==> src/rtl/aer_pkg.sv <==
// Package for the AER error status register set.
// Holds the item and result beat types, configuration type, command codes and
// register offsets. No dependencies.
package aer_pkg;

  // Command codes of an input beat.
  localparam logic [1:0] CMD_INJECT = 2'd0;
  localparam logic [1:0] CMD_READ   = 2'd1;
  localparam logic [1:0] CMD_WRITE  = 2'd2;
  localparam logic [1:0] CMD_NOP    = 2'd3;

  // Injection result codes.
  localparam logic [1:0] INJ_OK          = 2'd0;
  localparam logic [1:0] INJ_COR_MASKED  = 2'd1;
  localparam logic [1:0] INJ_UNC_MASKED  = 2'd2;

  // Configuration register indexes.
  localparam logic [1:0] CFG_UNCOR_SEVERITY = 2'd0;
  localparam logic [1:0] CFG_COR_MASK       = 2'd1;
  localparam logic [1:0] CFG_UNCOR_MASK     = 2'd2;
  localparam logic [1:0] CFG_MASK_OVERRIDE  = 2'd3;

  // Byte offsets within the AER capability.
  localparam logic [7:0] OFS_UNCOR_STATUS = 8'h04;
  localparam logic [7:0] OFS_COR_STATUS   = 8'h10;
  localparam logic [7:0] OFS_HEADER_LOG0  = 8'h1C;
  localparam logic [7:0] OFS_HEADER_LOG1  = 8'h20;
  localparam logic [7:0] OFS_HEADER_LOG2  = 8'h24;
  localparam logic [7:0] OFS_HEADER_LOG3  = 8'h28;
  localparam logic [7:0] OFS_ROOT_STATUS  = 8'h30;
  localparam logic [7:0] OFS_SOURCE_ID    = 8'h34;

  // Root error status bit positions.
  localparam int RS_COR         = 0;
  localparam int RS_MULTI_COR   = 1;
  localparam int RS_UNCOR       = 2;
  localparam int RS_MULTI_UNCOR = 3;
  localparam int RS_FIRST_FATAL = 4;
  localparam int RS_NONFATAL    = 5;
  localparam int RS_FATAL       = 6;

  localparam logic [31:0] SRC_HIGH_KEEP = 32'hffff0000;
  localparam logic [31:0] SRC_LOW_KEEP  = 32'h0000ffff;

  typedef struct packed {
    logic [1:0]  command;
    logic [7:0]  reg_offset;
    logic [31:0] write_data;
    logic [31:0] cor_bits;
    logic [31:0] uncor_bits;
    logic [7:0]  requester_bus;
    logic [7:0]  requester_devfn;
    logic [31:0] header_word0;
    logic [31:0] header_word1;
    logic [31:0] header_word2;
    logic [31:0] header_word3;
  } aer_req_t;

  typedef struct packed {
    logic [31:0] read_data;
    logic        hit;
    logic [1:0]  inject_result;
  } aer_rsp_t;

  typedef struct packed {
    logic [31:0] uncor_severity;
    logic [31:0] corr_err_mask;
    logic [31:0] unc_err_mask;
    logic        mask_override;
  } aer_cfg_t;

endpackage

==> src/rtl/aer_cfg.sv <==
// Configuration registers of the AER register set: severity, masks, override.
// Depends on aer_pkg.
module aer_cfg (
  input  logic                clk,
  input  logic                rst,
  input  logic                wr_en,
  input  logic [1:0]          wr_index,
  input  logic [31:0]         wr_data,
  output aer_pkg::aer_cfg_t   cfg
);

  aer_pkg::aer_cfg_t cfg_next;

  always_comb begin
    cfg_next = cfg;
    if (wr_en) begin
      case (wr_index)
        aer_pkg::CFG_UNCOR_SEVERITY: cfg_next.uncor_severity = wr_data;
        aer_pkg::CFG_COR_MASK:       cfg_next.corr_err_mask = wr_data;
        aer_pkg::CFG_UNCOR_MASK:     cfg_next.unc_err_mask = wr_data;
        aer_pkg::CFG_MASK_OVERRIDE:  cfg_next.mask_override = wr_data[0];
        default:                     cfg_next = cfg;
      endcase
    end
  end

  always_ff @(posedge clk) begin
    if (rst) begin
      cfg <= '0;
    end else begin
      cfg <= cfg_next;
    end
  end

endmodule

==> src/rtl/aer_core.sv <==
// Error status state and command execution of the AER register set.
// Computes one result per executed beat and updates the state. Depends on aer_pkg.
module aer_core (
  input  logic                clk,
  input  logic                rst,
  input  logic                fire,
  input  aer_pkg::aer_req_t   item,
  input  aer_pkg::aer_cfg_t   cfg,
  output aer_pkg::aer_rsp_t   result
);

  logic [31:0] unc_sts, unc_sts_next;
  logic [31:0] corr_sts, corr_sts_next;
  logic [31:0] header_log [4];
  logic [31:0] header_log_next [4];
  logic [31:0] root_sts, root_sts_next;
  logic [31:0] err_src_id, err_src_id_next;

  logic [15:0] src;
  logic        cor_any, unc_any, cor_masked, unc_masked;
  logic        dec_hit;
  logic [31:0] dec_value;
  logic [31:0] rs;

  assign src     = {item.requester_bus, item.requester_devfn};
  assign cor_any = |item.cor_bits;
  assign unc_any = |item.uncor_bits;
  assign cor_masked = !cfg.mask_override && cor_any &&
                      ((item.cor_bits & ~cfg.corr_err_mask) == '0);
  assign unc_masked = !cfg.mask_override && unc_any &&
                      ((item.uncor_bits & ~cfg.unc_err_mask) == '0);

  // Offset decode for reads.
  always_comb begin
    dec_hit   = 1'b1;
    dec_value = '0;
    case (item.reg_offset)
      aer_pkg::OFS_UNCOR_STATUS: dec_value = unc_sts;
      aer_pkg::OFS_COR_STATUS:   dec_value = corr_sts;
      aer_pkg::OFS_HEADER_LOG0:  dec_value = header_log[0];
      aer_pkg::OFS_HEADER_LOG1:  dec_value = header_log[1];
      aer_pkg::OFS_HEADER_LOG2:  dec_value = header_log[2];
      aer_pkg::OFS_HEADER_LOG3:  dec_value = header_log[3];
      aer_pkg::OFS_ROOT_STATUS:  dec_value = root_sts;
      aer_pkg::OFS_SOURCE_ID:    dec_value = err_src_id;
      default: dec_hit = 1'b0;
    endcase
  end

  // Root status update of an unmasked injection.
  always_comb begin
    rs = root_sts;
    if (cor_any) begin
      if (rs[aer_pkg::RS_COR]) begin
        rs[aer_pkg::RS_MULTI_COR] = 1'b1;
      end else begin
        rs[aer_pkg::RS_COR] = 1'b1;
      end
    end
    if (unc_any) begin
      if (rs[aer_pkg::RS_UNCOR]) begin
        rs[aer_pkg::RS_MULTI_UNCOR] = 1'b1;
      end
      if ((cfg.uncor_severity & item.uncor_bits) != '0) begin
        rs[aer_pkg::RS_FATAL] = 1'b1;
        if (!rs[aer_pkg::RS_UNCOR]) begin
          rs[aer_pkg::RS_FIRST_FATAL] = 1'b1;
        end
      end else begin
        rs[aer_pkg::RS_NONFATAL] = 1'b1;
      end
      rs[aer_pkg::RS_UNCOR] = 1'b1;
    end
  end

  always_comb begin
    unc_sts_next    = unc_sts;
    corr_sts_next   = corr_sts;
    header_log_next = header_log;
    root_sts_next   = root_sts;
    err_src_id_next = err_src_id;
    result          = '0;
    case (item.command)
      aer_pkg::CMD_INJECT: begin
        unc_sts_next       = unc_sts | item.uncor_bits;
        corr_sts_next      = corr_sts | item.cor_bits;
        header_log_next[0] = item.header_word0;
        header_log_next[1] = item.header_word1;
        header_log_next[2] = item.header_word2;
        header_log_next[3] = item.header_word3;
        if (cor_masked) begin
          result.inject_result = aer_pkg::INJ_COR_MASKED;
        end else if (unc_masked) begin
          result.inject_result = aer_pkg::INJ_UNC_MASKED;
        end else begin
          root_sts_next = rs;
          if (cor_any && unc_any) begin
            err_src_id_next = {src, src};
          end else if (cor_any) begin
            err_src_id_next = (err_src_id & aer_pkg::SRC_HIGH_KEEP) | {16'h0, src};
          end else if (unc_any) begin
            err_src_id_next = (err_src_id & aer_pkg::SRC_LOW_KEEP) | {src, 16'h0};
          end
        end
      end
      aer_pkg::CMD_READ: begin
        result.hit = dec_hit;
        result.read_data = dec_value;
      end
      aer_pkg::CMD_WRITE: begin
        result.hit = dec_hit;
        case (item.reg_offset)
          aer_pkg::OFS_UNCOR_STATUS:
            unc_sts_next = unc_sts & ~item.write_data;
          aer_pkg::OFS_COR_STATUS:
            corr_sts_next = corr_sts & ~item.write_data;
          aer_pkg::OFS_HEADER_LOG0: header_log_next[0] = item.write_data;
          aer_pkg::OFS_HEADER_LOG1: header_log_next[1] = item.write_data;
          aer_pkg::OFS_HEADER_LOG2: header_log_next[2] = item.write_data;
          aer_pkg::OFS_HEADER_LOG3: header_log_next[3] = item.write_data;
          aer_pkg::OFS_ROOT_STATUS:
            root_sts_next = root_sts & ~item.write_data;
          aer_pkg::OFS_SOURCE_ID: err_src_id_next = item.write_data;
          default: err_src_id_next = err_src_id;
        endcase
      end
      default: result = '0;
    endcase
  end

  always_ff @(posedge clk) begin
    if (rst) begin
      unc_sts    <= '0;
      corr_sts   <= '0;
      header_log <= '{default: '0};
      root_sts   <= '0;
      err_src_id <= '0;
    end else if (fire) begin
      unc_sts    <= unc_sts_next;
      corr_sts   <= corr_sts_next;
      header_log <= header_log_next;
      root_sts   <= root_sts_next;
      err_src_id <= err_src_id_next;
    end
  end

  // A write to a status register can only clear bits.
  a_w1c_clears: assert property (@(posedge clk) disable iff (rst)
    fire && item.command == aer_pkg::CMD_WRITE &&
    item.reg_offset == aer_pkg::OFS_ROOT_STATUS
    |=> (root_sts & ~$past(root_sts)) == '0)
    else $error("root status write set a bit");

  // A masked injection leaves the root registers alone.
  a_masked_root: assert property (@(posedge clk) disable iff (rst)
    fire && item.command == aer_pkg::CMD_INJECT && (cor_masked || unc_masked)
    |=> $stable(root_sts) && $stable(err_src_id))
    else $error("masked injection changed root registers");

  // An unmasked uncorrectable injection always leaves the received bit set.
  a_unc_received: assert property (@(posedge clk) disable iff (rst)
    fire && item.command == aer_pkg::CMD_INJECT && unc_any &&
    !cor_masked && !unc_masked
    |=> root_sts[aer_pkg::RS_UNCOR])
    else $error("uncorrectable received bit not set");

endmodule

==> src/rtl/pcie_aer_error_status_model_unit.sv <==
// Top level of the AER error status register set.
// Instantiates aer_cfg and aer_core; uses aer_pkg.
//
// Usage:
//   Request channel (req_valid, req_stall, req): one beat is one command -
//   inject an error, read a register, or write a register. A beat is taken
//   at a rising edge with req_valid high and req_stall low.
//   Response channel (rsp_valid, rsp_stall, rsp): exactly one result beat per
//   request beat, in order, taken at an edge with rsp_valid high and
//   rsp_stall low.
//   Configuration channel (cfg_valid, cfg_ready, cfg_index, cfg_data): writes
//   severity, correctable mask, uncorrectable mask and mask override by index.
//   It is always ready; write it only while no request is in flight.
// Flow: a request beat lands in an input register. Once the response
// register can take its result, the beat executes against the error
// state and loads the response register, and its result stays on rsp
// until taken. The command logic between those two registers is a single
// pass, so one beat per cycle is sustained while rsp is not stalled.
// Stall: while the response register is full and stalled, the held request
// waits and req_stall rises only if the input register is also occupied.
// Reset (rst, synchronous): clears all error state, configuration and valids.
module pcie_aer_error_status_model_unit (
  input  logic                clk,
  input  logic                rst,
  input  logic                req_valid,
  output logic                req_stall,
  input  aer_pkg::aer_req_t   req,
  output logic                rsp_valid,
  input  logic                rsp_stall,
  output aer_pkg::aer_rsp_t   rsp,
  input  logic                cfg_valid,
  output logic                cfg_ready,
  input  logic [1:0]          cfg_index,
  input  logic [31:0]         cfg_data
);

  aer_pkg::aer_cfg_t cfg;
  aer_pkg::aer_req_t held;
  aer_pkg::aer_rsp_t result;
  logic              held_valid;
  logic              advance;

  assign cfg_ready = 1'b1;

  // The held beat executes whenever the response register can take its result.
  assign advance   = held_valid && (!rsp_valid || !rsp_stall);
  assign req_stall = held_valid && !advance;

  aer_cfg u_cfg (
    .clk      (clk),
    .rst      (rst),
    .wr_en    (cfg_valid && cfg_ready),
    .wr_index (cfg_index),
    .wr_data  (cfg_data),
    .cfg      (cfg)
  );

  aer_core u_core (
    .clk    (clk),
    .rst    (rst),
    .fire   (advance),
    .item   (held),
    .cfg    (cfg),
    .result (result)
  );

  // Input register.
  always_ff @(posedge clk) begin
    if (rst) begin
      held_valid <= 1'b0;
    end else if (req_valid && !req_stall) begin
      held_valid <= 1'b1;
    end else if (advance) begin
      held_valid <= 1'b0;
    end
  end

  always_ff @(posedge clk) begin
    if (req_valid && !req_stall) begin
      held <= req;
    end
  end

  // Response register.
  always_ff @(posedge clk) begin
    if (rst) begin
      rsp_valid <= 1'b0;
    end else if (advance) begin
      rsp_valid <= 1'b1;
    end else if (!rsp_stall) begin
      rsp_valid <= 1'b0;
    end
  end

  always_ff @(posedge clk) begin
    if (advance) begin
      rsp <= result;
    end
  end

  // The request side is only held off when a beat is waiting behind a stalled result.
  a_stall_cause: assert property (@(posedge clk) disable iff (rst)
    req_stall |-> held_valid && rsp_valid && rsp_stall)
    else $error("request stalled without a blocked result");

  // Every executed beat shows up as a result on the next cycle.
  a_result_follows: assert property (@(posedge clk) disable iff (rst)
    advance |=> rsp_valid)
    else $error("executed beat produced no result");

  // An injection status and a register hit never appear in the same result.
  a_result_exclusive: assert property (@(posedge clk) disable iff (rst)
    rsp_valid && rsp.inject_result != aer_pkg::INJ_OK
    |-> !rsp.hit && rsp.read_data == '0)
    else $error("injection result mixed with register access");

endmodule
==> config.mk <==
export PLATFORM = sky130hd
export DESIGN_NAME = pcie_aer_error_status_model_unit
export DESIGN_NICKNAME = d
export VERILOG_FILES = /design/src/rtl/aer_pkg.sv /design/src/rtl/aer_cfg.sv /design/src/rtl/aer_core.sv /design/src/rtl/pcie_aer_error_status_model_unit.sv
export SDC_FILE = /design/constraint.sdc
export NUM_CORES = 1
export LEC_CHECK = 0
export BUFFER_PORTS_ARGS = -buffer_cell sky130_fd_sc_hd__buf_2
export CORE_MARGIN = 2
export CORE_UTILIZATION = 52
export DETAILED_ROUTE_END_ITERATION = 10
export PLACE_DENSITY = 0.83
export SYNTH_ARGS = -nofsm -noshare
export SYNTH_HDL_FRONTEND = slang
export SYNTH_HIERARCHICAL = 1
export SYNTH_SLANG_ARGS = --single-unit
export TNS_END_PERCENT = 100
==> constraint.sdc <==
create_clock -name clk -period 15.5 [get_ports clk]
set_clock_uncertainty 0.2 [all_clocks]
set_input_delay 3.1 -clock clk [delete_from_list [all_inputs] [get_ports clk]]
set_output_delay 3.1 -clock clk [all_outputs]
set_load 0.01 [all_outputs]
==> parameters.txt, run 1 <==
Parameter                              Value

Worst setup path
  Startpoint Class    primary input
  Setup crit end kind    output pin
  Slowest stage delay, CP    150 ps
  Type of the worst setup path    in -> out
  Most prevalent standard cell on the critical path    buf_2
  Worst EP arrival    3610 ps
  Worst-case register-to-register setup slack    11070 ps
  Required arrival time at the worst endpoint    12200 ps
  Reg2Reg Capture Point    u_core/err_src_id[26]
  Startpoint of the most critical register-to-register path    held[248]
  Buffers & Inverters on Critical Path    3
  Cell depth of the worst flop-to-flop path    9
  Slowest stage cell, crit path    buf_2
  Critical path cell sequence    buf_2, nand3_2, inv_1, buf_2
  Max Fanout on Critical Path    3
  Cell type group with the largest total delay on the critical path    buffers and inverters

Floorplanning
  Row count    80
  Die H    222 um
  Initial Utilization    52.3%
  Top-level I/O count    327
  Total Die Area    49400 um^2
  Horizontal die dimension    222 um
  Core area    47400 um^2

Timing
  Achievable Freq    145 MHz
  RSZ-0062 raised after global routing    false
  Part of the cycle the worst path needs    44.6%
  Fin Setup TNS    0 ps
  Min Tclk post-route    6910 ps
  Final count of pins violating max slew    0
  Worst relative slew slack    20.8%
  Worst slew pin tran    1180 ps
  Final Setup Violations    0
  Endpoints failing hold    0

Synth
  YS warnings    6
  Synthesized instance count    2208
  Number of distinct standard cells referenced by the synthesized netlist    56
  Netlist area before placement    24800 um^2
  Number of flops mapped to enable cells by yosys    285
  Sequential cell area fraction in the yosys report    63.2%
  Average cell area after synthesis    11.2 um^2
  Share of async-settable or async-resettable flops after synthesis    0%
  Flop and latch count out of synthesis    640
  Number of nets in the synthesized netlist    2500
  Dominant synthesized flop cell    dfxtp_1

Clocking
  CTS Hold Buffers Added    0
  CTS tree    built
  Number of gates resized after CTS    0
  Number of clock sinks    640
  Post-CTS Repair Setup Buffers    0
  Clock input transition at the sequential cells of the worst setup and hold paths    60 ps
  Cell chosen for the clock root    clkbuf_16
  H-tree levels    3
  Inserted Clock Buffers    67
  Maximum number of buffers from clock root to sink    3
  Clock latency reported for the late side of the worst-skew pair    600 ps

Cells and area
  P&R area growth vs syn    16.9%
  Cell area after layout    29000 um^2
  Share of layout cells above drive strength 1    18.7%
  Number of nets in the layout    2765
  Fill cells    3664

Global routing
  Largest net degree at the start of global routing    235
  GRT overflow    0
  Wire length of the first global-routing pass    116000 um
  Number of global-route vias before repair    19400
  Global-route usage over all layers    31.2%
  Antenna violations before repair    2

Detailed routing
  Average wire per cell in the routed design    25.1 um
  DRC violation total after the first TritonRoute iteration    2804
  DRC violation count after routing    0
  Overall routed net length    78900 um
  Vias per cell    6.32
  Detailed-routing iteration count for the pre-antenna-repair pass    6
  Via Count    19800
  Remaining number of nets flagged by the antenna check after routing    0

Placed design
  Port Buffer Count    325
  HPWL after DPL    51800 um
  Post-DP Area    26800 um^2
  RD Place Congestion    0.969

Outcome
  Result of the run    complete, no violations

Pwr
  Total power divided by cell area    127 nW/um^2
  Leakage power of the design    10.6 nW
  Worst VDD drop    103 uV

Hold path
  Hold_sp    u_core/root_sts[20]
  Type of the most critical hold path    reg -> reg
  Hold EP    u_core/root_sts[20]
  Hold-critical path depth    2

Run
  Max-cap viol count    0
## state kept, by name, indices dropped and copies added (netlist names)
name / flops
u_core/corr_sts: 32
rsp: 35
u_core/err_src_id: 32
u_core/header_log: 128
held_valid: 1
u_core/root_sts: 32
u_cfg/cfg: 97
rsp_valid: 1
u_core/unc_sts: 32
held: 250
## cells in the mapped netlist (all sizes together) (2+ instances only)
master	number	area [um^2]
clkbuf	111	417
a21boi	5	37.5
ha	3	37.5
nor4	23	165
nor2b	42	263
nand2b	131	820
nand3b	4	30.0
mux2i	97	971
a311oi	129	1130
dfxtp	355	7110
inv	33	124
a31o	4	35.0
nand4	12	75.1
o32ai	2	17.5
o21a	2	15.0
nor2	142	533
a31oi	32	200
a2111oi	13	114
a21o	33	248
a22oi	70	526
a21oi	124	624
edfxtp	285	8560
buf	44	260
a2111o	2	22.5
and3	4	25.0
o22ai	2	12.5
nor3	6	35.0
o21ai	67	335
a222oi	6	60.1
nor3b	2	20.0
nand2	339	1270
a221oi	32	280
and4	3	26.3
nand3	5	30.0
a22o	32	280
## layout make-up
type | instances | area (um^2) | share of cell area (%)
Timing Repair Buffer | 351 | 1860 | 6.40
Multi-Input combinational cell | 1379 | 8430 | 29.1
Clock buffer | 97 | 1930 | 6.66
Antenna cell | 1 | 2.50 | 0.00864
Clock inverter | 22 | 200 | 0.691
Inverter | 34 | 129 | 0.445
Sequential cell | 640 | 15700 | 54.1
Tap cell | 615 | 769 | 2.66
## through the flow
stage / hold slack [ps] / std cells / power [mW] / util [%] / worst slack, ps
6_report: 234 / 3139 / 3.68 / 61.1 / 8590
3_5_place_dp: 222 / 3019 / 2.13 / 56.6 / 8580
4_1_cts: 232 / 3138 / 3.68 / 61.1 / 8580
2_1_floorplan: 212 / 2208 / 2.02 / - / 818
3_3_place_gp: 220 / 3019 / 2.12 / 56.6 / 8590
5_1_grt: 250 / 3138 / 3.77 / 61.1 / 8540
## where the power goes
part	switching, mW	internal, mW
Combinational	0.132	0.0755
Sequential	0.0541	1.84
Clock	0.660	0.918
Total	0.846	2.83
## layout by cell type, fill, tap and decap left out, types with 5 or more instances in the layout
cell         n
nor2b_1     42
edfxtp_1   285
nand4_1     12
a221oi_1    32
nor2_2       5
o21ai_0     67
a21boi_4     5
clkbuf_1    19
a22o_1      32
nand2b_1   131
a222oi_1     6
a21o_1      33
clkbuf_8     6
mux2i_1     97
dfxtp_1    355
nor4_1      21
a2111oi_0   13
nor2_1     136
a31oi_1     32
clkbuf_16   71
clkinv_2    10
a22oi_1     70
inv_1       33
nand2_1    339
buf_2      324
a311oi_1   129
a21oi_1    123
buf_4       24
## worst max path at each step
stage	slack, ps	start	endpoint	cells past startpoint
floorplan	820	rsp_stall	held[0]	3
global placement	8590	rsp_stall	req_stall	4
detailed placement	8580	rsp_stall	req_stall	4
CTS	8580	rsp_stall	req_stall	4
global route	8540	rsp_stall	req_stall	4
finish	8590	rsp_stall	req_stall	4
## cell families after synthesis
kind of cell / Yosys count / share of synthesized area [%]
mux: 97 / 3.92
buf+inv: 189 / 3.24
compound gates: 560 / 16.1
flops: 640 / 63.2
other cells: 1 / 0.0151
fa+ha+maj: 3 / 0.151
simple gates: 718 / 13.4
## worst register-to-register path, stage by stage (launching register included)
cell and delay, ps:
edfxtp_1 400, inv_1 110, ha_1 160, buf_4 510, clkinv_2 760, o21a_1 570
a21o_1 260, a2111o_1 860, a21o_1 350, a21oi_1 160
## layer usage
metal	up-vias	part of all wire (%)	GRT usage (%)
met5	-	0.016	0
met4	2	6.9	18.9
met3	331	11	6.86
met2	1378	45	48.2
met1	9473	37	40.4
li1	8648	-	-
Power figures use the tool's default switching activity.
==> run 2, diff against run 1 <==
- CORE_UTILIZATION: 52 -> 55
- PLACE_DENSITY: 0.83 -> 0.84
- clock period: 15.5 -> 6.75 ns (I/O delays scaled with it)
==> parameters.txt, run 2 (same netlist as run 1, synthesis figures left out) <==
Parameter                              Value

Floorplanning
  Initial Utilization    56.0% (+3.7 points)
  Row count    77 (-3.8%)
  Total Die Area    46800 um^2 (-5.4%)
  Core area    44300 um^2 (-6.6%)
  Horizontal die dimension    216 um (-2.7%)
  Die H    216 um (-2.7%)
  Top-level I/O count    327 (unchanged)

Clocking
  Number of gates resized after CTS    0 (unchanged)
  Inserted Clock Buffers    66 (-1.5%)
  CTS tree    built
  Number of clock sinks    640 (unchanged)
  CTS Hold Buffers Added    0 (unchanged)
  Cell chosen for the clock root    clkbuf_16
  H-tree levels    3 (unchanged)
  Clock input transition at the sequential cells of the worst setup and hold paths    60 ps (about the same)
  Post-CTS Repair Setup Buffers    0 (unchanged)
  Maximum number of buffers from clock root to sink    3 (unchanged)
  Clock latency reported for the late side of the worst-skew pair    610 ps (about the same)

Detailed routing
  Detailed-routing iteration count for the pre-antenna-repair pass    8 (+2)
  DRC violation count after routing    0 (unchanged)
  Overall routed net length    79300 um (+0.49%)
  Vias per cell    6.39 (+1.1%)
  Remaining number of nets flagged by the antenna check after routing    0 (unchanged)
  DRC violation total after the first TritonRoute iteration    3071 (+9.5%)
  Via Count    19900 (+0.29%)
  Average wire per cell in the routed design    25.5 um (+1.3%)

Cells and area
  Final Core Density    65.3% (+4.3 points)
  Most common library cell in the layout ignoring fill and taps    dfxtp_1
  Biggest registers after layout    held x250, u_core/header_log x128, u_cfg/cfg x97
  Number of nets in the layout    2763 (-0.072%)
  Commonest cells after routing, fill and taps aside    dfxtp_1, nand2_1, buf_2
  P&R area growth vs syn    16.8% (about the same)
  Share of layout cells above drive strength 1    18.7% (-0.064 points)
  Largest register by flop count    held
  Flip-flop count of the largest register, all copies and words added    250 (unchanged)
  Final std cells w/o fill    3113 (-0.83%)
  Fill cells    3343 (-8.8%)
  Total inserted antenna cells    0 (-1)

Global routing
  GRT overflow    0 (unchanged)
  Number of global-route vias before repair    19200 (-0.64%)
  Largest net degree at the start of global routing    225 (-4.3%)
  Global-route usage over all layers    33.2% (+2.0 points)
  Wire length of the first global-routing pass    117000 um (+0.21%)
  Antenna violations before repair    0 (-2)

Pwr
  Net Sw Power    1.94 mW (+130%)
  Internal power of the cells    6.48 mW (+130%)
  Switching Share    23.0% (+0.025 points)
  Leakage power of the design    10.6 nW (-0.13%)
  Total power divided by cell area    291 nW/um^2 (+130%)
  Clock network fraction of total power    42.6% (-0.3 points)
  Worst VDD drop    242 uV (+140%)
  Share of power burned in combinational logic    5.7% (about the same)
  Sequential cell fraction of total power    51.7% (+0.2 points)

Timing
  Fin Setup TNS    0 ps (unchanged)
  Fin Hold WS    233 ps (-0.779 ps)
  Final count of pins violating max slew    0 (unchanged)
  Endpoints failing hold    0 (unchanged)
  RSZ-0062 raised after global routing    false
  Final Setup Violations    0 (unchanged)
  Min Tclk post-route    4400 ps
  Part of the cycle the worst path needs    65.1%
  Achievable Freq    228 MHz
  Worst slew pin tran    1430 ps (+243 ps)
  Worst relative slew slack    4.63% (-16 points)
  Final critical-path setup slack    2350 ps (-6230 ps)

Worst setup path
  Cell depth of the worst flop-to-flop path    9 (unchanged)
  Launch point of the worst path    held[248]
  Worst EP arrival    4700 ps (+1090 ps)
  Setup crit end kind    flip-flop
  Startpoint Class    flip-flop
  Startpoint of the most critical register-to-register path    held[248]
  Type of the worst setup path    reg -> reg
  Required arrival time at the worst endpoint    7050 ps (-5150 ps)
  Max Fanout on Critical Path    79 (+76)
  Worst-case register-to-register setup slack    2350 ps (-8720 ps)
  Reg2Reg Capture Point    u_core/err_src_id[26]
  End point of the critical path    u_core/err_src_id[26]

Placed design
  RD Place Congestion    0.946 (-2.4%)
  Worst-case setup slack after placement    2410 ps (-6170 ps)
  HPWL after DPL    52200 um (+0.78%)
  Port Buffer Count    325 (unchanged)
  Count of placed standard cells including taps    2994 (-0.83%)

Outcome
  Result of the run    complete, no violations

Run
  Max-cap viol count    0 (unchanged)

Hold path
  Type of the most critical hold path    reg -> reg
  Hold_sp    u_core/root_sts[23]
## run 2: metrics by stage
stage | power (mW) | instance area, um^2
floorplan | 4.63 | 24800
global placement | 4.87 | 26800
detailed placement | 4.89 | 26800
CTS | 8.42 | 28900
global route | 8.63 | 29000
finish | 8.42 | 29000
## run 2: how the worst min path moves through the flow
stage | depth (start not counted) | slack (ps) | endpoint
2_1_floorplan | 2 | 210 | u_core/root_sts[27]
3_3_place_gp | 2 | 220 | u_core/root_sts[11]
5_1_grt | 2 | 250 | u_core/root_sts[23]
6_report | 2 | 230 | u_core/root_sts[23]
4_1_cts | 2 | 230 | u_core/root_sts[23]
3_5_place_dp | 2 | 220 | u_core/root_sts[23]
## run 2: power by group through the flow
| stage | Combinational, mW | Clock (mW) | Sequential (mW) |
|---|---|---|---|
| global placement | 0.449 | 0 | 4.42 |
| CTS | 0.468 | 3.61 | 4.35 |
| floorplan | 0.261 | 0 | 4.37 |
| global route | 0.512 | 3.76 | 4.36 |
| finish | 0.479 | 3.59 | 4.35 |
| detailed placement | 0.462 | 0 | 4.43 |
## run 2: cell type report
class / instances / area, um^2 / share of cell area [%]
Timing Repair Buffer: 350 / 1870 / 6.47
Clock buffer: 98 / 1920 / 6.63
Tap cell: 592 / 741 / 2.56
Inverter: 34 / 129 / 0.445
Sequential cell: 640 / 15700 / 54.1
Multi-Input combinational cell: 1379 / 8430 / 29.1
Clock inverter: 20 / 198 / 0.683
## run 2: critical path: stages (launching register included)
cell	delay, ps
edfxtp_1	390
inv_1	100
ha_1	150
buf_4	470
clkinv_2	810
buf_4	610
o21ai_0	330
a2111o_1	850
nand2_1	170
a21oi_1	180
## run 2: metal layers
layer  global-route usage, %  routed length [um]
met5                       0                   0
met1                    44.2               30100
met4                    19.2                5380
met2                    50.1               34700
met3                    7.62                9190
